File: config.mk
export PLATFORM = sky130hd
export DESIGN_NAME = paxos_proposer_vote_tracker
export DESIGN_NICKNAME = d
export VERILOG_FILES = /design/src/hdl/pxp_pkg.sv /design/src/hdl/pxp_round_update.sv /design/src/hdl/paxos_proposer_vote_tracker.sv
export SDC_FILE = /design/constraint.sdc
export NUM_CORES = 1
export LEC_CHECK = 0
export BUFFER_PORTS_ARGS = -buffer_cell sky130_fd_sc_hd__clkbuf_2
export CORE_MARGIN = 10
export CORE_UTILIZATION = 30
export CTS_CLUSTER_SIZE = 16
export DETAILED_ROUTE_END_ITERATION = 8
export SLEW_MARGIN = 20
export SYNTH_ARGS = -nofsm -noshare
export SYNTH_HDL_FRONTEND = slang
export SYNTH_SLANG_ARGS = --single-unit
export TNS_END_PERCENT = 100
File: constraint.sdc
create_clock -name clk -period 5 [get_ports clk]
set_clock_uncertainty 0.2 [all_clocks]
set_input_delay 0.25 -clock clk [delete_from_list [all_inputs] [get_ports clk]]
set_output_delay 0.25 -clock clk [all_outputs]
set_load 0.02 [all_outputs]
File: src/hdl/pxp_pkg.sv
// Shared types and constants for the Paxos proposer vote tracker.
// No dependencies; imported by every module of the block.
package pxp_pkg;

	localparam int SerialW  = 32;
	localparam int ValueW   = 32;
	localparam int CountW   = 8;
	localparam int CfgW     = 8;
	localparam int ApbAddrW = 3;
	localparam int ApbDataW = 32;

	// Register index as decoded from paddr[2]
	localparam logic REG_PROPOSER_COUNT = 1'b0;
	localparam logic REG_ACCEPTOR_COUNT = 1'b1;

	localparam logic [CountW-1:0] CountMax  = {CountW{1'b1}};
	localparam logic [SerialW-1:0] SerialMax = {SerialW{1'b1}};

	typedef enum logic [1:0] {
		OP_START  = 2'd0,
		OP_PHASE1 = 2'd1,
		OP_PHASE2 = 2'd2
	} opcode_t;

	// One input item
	typedef struct packed {
		logic [1:0]         opcode;
		logic               ok;
		logic [SerialW-1:0] reply_serial;
		logic [ValueW-1:0]  reply_value;
		logic [SerialW-1:0] start_serial;
		logic [ValueW-1:0]  start_value;
	} item_t;

	// Proposer round state
	typedef struct packed {
		logic               phase_done;
		logic               agree_flag;
		logic [SerialW-1:0] max_seen_serial;
		logic [CountW-1:0]  promise_count;
		logic [CountW-1:0]  refusal_count;
		logic [SerialW-1:0] prop_serial;
		logic [ValueW-1:0]  prop_value;
	} round_t;

	// Configuration seen by the update logic
	typedef struct packed {
		logic [CfgW-1:0] proposer_count;
		logic [CfgW-1:0] acceptor_count;
	} cfg_t;

endpackage

File: src/hdl/pxp_round_update.sv
// Next-state logic of one proposer round for one reply or start item.
// Depends on pxp_pkg.
module pxp_round_update import pxp_pkg::*; (
	input  round_t cur,
	input  cfg_t   cfg,
	input  item_t  item,
	output round_t nxt,
	output logic   going
);

	logic [CountW-1:0]  half;
	logic [CountW-1:0]  promise_inc;
	logic [CountW-1:0]  refusal_inc;
	logic               promise_maj;
	logic               refusal_maj;
	logic [SerialW:0]   serial_sum;
	logic [SerialW-1:0] serial_bumped;
	round_t             restart;

	// Saturating counters and majority tests
	always_comb begin
		half        = cfg.acceptor_count >> 1;
		promise_inc = (cur.promise_count == CountMax) ? cur.promise_count
		              : cur.promise_count + CountW'(1);
		refusal_inc = (cur.refusal_count == CountMax) ? cur.refusal_count
		              : cur.refusal_count + CountW'(1);
		promise_maj = promise_inc > half;
		refusal_maj = refusal_inc > half;
	end

	// Advance the serial by the proposer count, clamp on carry out
	always_comb begin
		serial_sum    = {1'b0, cur.prop_serial} + {{(SerialW+1-CfgW){1'b0}}, cfg.proposer_count};
		serial_bumped = serial_sum[SerialW] ? SerialMax : serial_sum[SerialW-1:0];
		restart             = '0;
		restart.prop_serial = serial_bumped;
		restart.prop_value  = cur.prop_value;
	end

	// Apply the item
	always_comb begin
		nxt   = cur;
		going = 1'b1;
		case (opcode_t'(item.opcode))
			OP_START: begin
				nxt             = '0;
				nxt.prop_serial = item.start_serial;
				nxt.prop_value  = item.start_value;
			end
			OP_PHASE1: begin
				if (!cur.phase_done) begin
					if (!item.ok) begin
						if (refusal_maj) begin
							nxt   = restart;
							going = 1'b0;
						end else begin
							nxt.refusal_count = refusal_inc;
						end
					end else begin
						nxt.promise_count = promise_inc;
						if (item.reply_serial > cur.max_seen_serial) begin
							nxt.max_seen_serial = item.reply_serial;
							nxt.prop_value      = item.reply_value;
						end
						if (promise_maj) begin
							nxt.promise_count = '0;
							nxt.phase_done    = 1'b1;
						end
					end
				end
			end
			OP_PHASE2: begin
				if (cur.phase_done) begin
					if (!item.ok) begin
						if (refusal_maj) begin
							nxt   = restart;
							going = 1'b0;
						end else begin
							nxt.refusal_count = refusal_inc;
						end
					end else begin
						nxt.promise_count = promise_inc;
						if (promise_maj) begin
							nxt.agree_flag = 1'b1;
						end
					end
				end
			end
			default: begin
				// unused opcode: hold state
				nxt = cur;
			end
		endcase
	end

endmodule

File: src/hdl/paxos_proposer_vote_tracker.sv
// Top level of the Paxos proposer vote tracker: input stage, round state,
// result register and APB configuration registers. Depends on pxp_pkg, pxp_round_update.
//
//  channel | direction | handshake          | payload
//  in      | to block  | in_valid/in_stall  | opcode, ok, reply_*, start_*
//  out     | from block| out_valid/out_stall| keep_going, accept_phase, agreed, cur_*
//  apb     | to block  | psel/penable/pready| paddr, pwdata, prdata
//
// One item per cycle unless the result stalls; each item passes through the
// input register, then one compare/add pass into the result register.
// The round state updates when an item leaves the input register, so the
// next item always sees it. A stalled result holds the input register; the
// input side stalls only while both registers are full.
// Reset clears the round state and both configuration registers.
module paxos_proposer_vote_tracker import pxp_pkg::*; (
	input  logic                clk,
	input  logic                arst_n,
	// input items
	input  logic                in_valid,
	output logic                in_stall,
	input  logic [1:0]          opcode,
	input  logic                ok,
	input  logic [SerialW-1:0]  reply_serial,
	input  logic [ValueW-1:0]   reply_value,
	input  logic [SerialW-1:0]  start_serial,
	input  logic [ValueW-1:0]   start_value,
	// result items
	output logic                out_valid,
	input  logic                out_stall,
	output logic                keep_going,
	output logic                accept_phase,
	output logic                agreed,
	output logic [SerialW-1:0]  cur_serial,
	output logic [ValueW-1:0]   cur_value,
	// configuration
	input  logic                psel,
	input  logic                penable,
	input  logic                pwrite,
	input  logic [ApbAddrW-1:0] paddr,
	input  logic [ApbDataW-1:0] pwdata,
	output logic [ApbDataW-1:0] prdata,
	output logic                pready
);

	cfg_t   cfg_q;
	item_t  item_s1;
	logic   valid_s1;
	round_t round_q;
	round_t round_nxt;
	logic   going;
	logic   advance;
	logic   in_take;
	logic   out_valid_q;

	// APB registers
	assign pready = 1'b1;

	always_ff @(posedge clk or negedge arst_n) begin
		if (!arst_n) begin
			cfg_q <= '0;
		end else if (psel && penable && pwrite) begin
			if (paddr[2] == REG_ACCEPTOR_COUNT) begin
				cfg_q.acceptor_count <= pwdata[CfgW-1:0];
			end else begin
				cfg_q.proposer_count <= pwdata[CfgW-1:0];
			end
		end
	end

	assign prdata = (paddr[2] == REG_PROPOSER_COUNT)
	                ? {{(ApbDataW-CfgW){1'b0}}, cfg_q.proposer_count}
	                : {{(ApbDataW-CfgW){1'b0}}, cfg_q.acceptor_count};

	// Handshake: the input register moves on when the result slot is free or not stalled
	assign advance  = !out_valid_q || !out_stall;
	assign in_stall = valid_s1 && !advance;
	assign in_take  = in_valid && !in_stall;

	always_ff @(posedge clk or negedge arst_n) begin
		if (!arst_n) begin
			valid_s1 <= 1'b0;
		end else if (!valid_s1 || advance) begin
			valid_s1 <= in_valid;
		end
	end

	// Capture the item
	always_ff @(posedge clk) begin
		if (in_take) begin
			item_s1.opcode       <= opcode;
			item_s1.ok           <= ok;
			item_s1.reply_serial <= reply_serial;
			item_s1.reply_value  <= reply_value;
			item_s1.start_serial <= start_serial;
			item_s1.start_value  <= start_value;
		end
	end

	pxp_round_update u_update (
		.cur   (round_q),
		.cfg   (cfg_q),
		.item  (item_s1),
		.nxt   (round_nxt),
		.going (going)
	);

	// Commit round state as the item leaves the input register
	always_ff @(posedge clk or negedge arst_n) begin
		if (!arst_n) begin
			round_q <= '0;
		end else if (valid_s1 && advance) begin
			round_q <= round_nxt;
		end
	end

	// Result register
	always_ff @(posedge clk or negedge arst_n) begin
		if (!arst_n) begin
			out_valid_q <= 1'b0;
		end else if (advance) begin
			out_valid_q <= valid_s1;
		end
	end

	always_ff @(posedge clk) begin
		if (valid_s1 && advance) begin
			keep_going   <= going;
			accept_phase <= round_nxt.phase_done;
			agreed       <= round_nxt.agree_flag;
			cur_serial   <= round_nxt.prop_serial;
			cur_value    <= round_nxt.prop_value;
		end
	end

	assign out_valid = out_valid_q;

endmodule

==> metrics.cfg <==
[clocking]
numCtsBuffers=41
clock_latency_ps=560
clock_sinks=330
clockBufferDepth=3
clk_pin_slew_ps=60
cts_resized=0
cts_setup_buffers=0
h-tree-depth=2
cts_tree=yes
cts-root-buf=clkbuf_16

[worst_setup_path]
critPathBufInv=0
critPathLaunchType=flop
cpLargestDelayFamily=compound AO/OA/AOI/OAI gates
reg2reg_from=round_q[64]
endpoint_kind=flop
slowest_stage=o21ai_2
worstPathRequired_ps=5050
rrSetupSlack_ps=610
crit_fanout=17
reg2reg_to=cur_serial[4]
critPathArrivalTime_ps=4450
reg2reg_depth=14
crit_type=reg -> reg
slowest_delay_ps=730
path_cells=ha_1 > and2_1 > nand4_1 > nand2_1 > nor2_1 > xor2_1 > ha_1 > a21o_1 > a21oi_1 > a31oi_4 > o21ai_2 > o21ai_0 > a21oi_1 > o221ai_1

[synthesis]
synth_area_leader_cell=edfxtp_1
netlist_instances=1383
synth_top_cell_area_share_pct=36.4
ys.flop_type=edfxtp_1
synthTopCellsByArea=edfxtp_1 36%, dfrtp_1 20%, ha_1 4.6%
syn_area_um2=16300
netlist-cell-type-count=83
synth_edf_count=198
yosys_warnings=0
synth-async-reset-ratio_pct=40.0
ys_ff_latch=330
syn_avg_cell_area_um2=11.8
yosysSeqAreaShare_pct=56.6

[die]
num_rows=85
coreArea_um2=53900
initial_core_util_pct=30.3
die_y_um=253
dieWidth_um=253
boundaryPins=275
die_area_um2=64200

[routing]
drt-wirelength-per-cell_um=19.8
dr.pass1.iters=5
wirelength_mm=48.8
drc=0
vias_per_cell=5.29
drt_iter0_markers=1069
via_count=13000
antenna_left=0

[power_and_ir_drop]
ir_worst_vdd_mv=0.286
p_total_uw=8560
p_leak_uw=0.00833
power_density_nw_per_um2=408

[grt]
grt_pass1_wl_mm=77.6
grt_pass1_vias=13700
grt_max_degree=91
grt_usage_pct=15.1
antenna_found_initial=4
overflow=0

[cells_and_area]
multi_input_area_um2=6430
seq_area_um2=9250
final_cells=2461
area_growth_pct=28.3
design_area_um2=21000
drive_above_1_share_pct=21.2
nets=1965
num-fill-cells=5056

[hold_path]
min_path_type=in -> async

[placement]
dp_cells=2241
dp_hpwl_mm=31.7
portBuffers=223
placed_cell_area_um2=18100
place.gp.congestion=0.809

[sta]
slew_headroom_pct=28.0
fmax_mhz=228
worst_pin_slew_ps=1080
maxSlewViolCount=0
fin_tns_setup_ps=0
final-hold-violation-count=0
layout_min_cycle_time_ps=4390
setup_viol=0
rsz0062_at_grt=no
min_period_over_period_pct=87.8
hold_ws_ps=123

[run]
drv_cap=0

[outcome]
outcome=complete, no violations

[per-layer routing]
layer	global-route usage [%]	vias to the layer above	wire length, um
li1	-	6047	-
met1	18.6	6375	20500
met2	25.5	498	23400
met3	3.66	90	3570
met4	5.26	4	1320
met5	0	-	22
[kinds of logic after synthesis]
logic type      synth area share, %
mux                            2.34
other cells                  0.0460
buf+inv                        4.79
xor+xnor                      0.697
flops                          56.6
compound gates                 21.8
simple gates                   8.95
fa+ha+maj                      4.72
[power by group]
part | switching [uW] | internal [uW] | leakage [uW]
registers | 301 | 3300 | 0.00365
clock network | 1240 | 1950 | 0.000693
logic | 1020 | 750 | 0.00398
[cells in the mapped netlist, drive strengths merged (36+ instances only)]
cell,n
edfxtp,198
inv,60
a21oi,80
a22o,36
ha,60
dfrtp,132
nor2b,37
clkbuf,50
a221oi,36
a31oi,41
nor2,39
nand2,104
o21ai,86
buf,55
[stage by stage]
step,util (%),worst slack [ps]
after floorplan,-,685
after global placement,33.5,671
after detailed placement,33.5,662
after CTS,38.9,613
after global routing,38.9,215
final,38.9,608
[repair_timing]
action / CTS / global route
hold endpoints to repair: 238 / 0
setup endpoints to repair: 0 / 0
hold buffers: 143 / 0
[final cells by class]
class | count | area share [%]
well taps | 696 | 4.15
inverters | 61 | 1.10
diodes | 2 | 0.0239
clock inverters | 29 | 1.84
clock buffers | 46 | 5.03
flip-flops and latches | 330 | 44.1
repair buffers | 387 | 13.1
multi-input cells | 910 | 30.7
[registers in the layout, summed over array words and instances (netlist names)]
| name | cells |
|---|---|
| item_s1 | 131 |
| round_q | 114 |
| cur_serial | 32 |
| cur_value | 32 |
| cfg_q | 16 |
| accept_phase | 1 |
| agreed | 1 |
| keep_going | 1 |
| out_valid | 1 |
| valid_s1 | 1 |
[how the worst max path moves through the flow]
stage	start	endpoint	slack, ps	depth (start not counted)
floorplan	out_valid	item_s1[0]	680	2
global placement	round_q[64]	cur_serial[3]	670	14
detailed placement	round_q[64]	cur_serial[4]	660	14
CTS	round_q[64]	cur_serial[13]	610	14
global route	round_q[64]	cur_serial[31]	210	14
finish	round_q[64]	cur_serial[4]	610	14
[placed cells by master, fill, tap and decap left out, drive strengths merged, types with 8 or more instances in the layout]
cell / instances
clkbuf: 268
edfxtp: 198
dlygate4sd3: 143
dfrtp: 132
nand2: 104
o21ai: 86
a21oi: 80
inv: 65
ha: 60
a31oi: 41
nor2: 39
nor2b: 37
a22o: 36
a221oi: 36
o2bb2ai: 35
a2bb2oi: 33
mux2: 29
nand3: 27
conb: 25
o221ai: 22
buf: 22
nand4: 20
a22oi: 13
a211oi: 13
nor3: 12
a21o: 12
and3: 12
clkinv: 12
nand2b: 10
and2: 10
o211ai: 9
xnor2: 8
bufinv: 8
o31ai: 8
(Power assumes the default switching activity.)
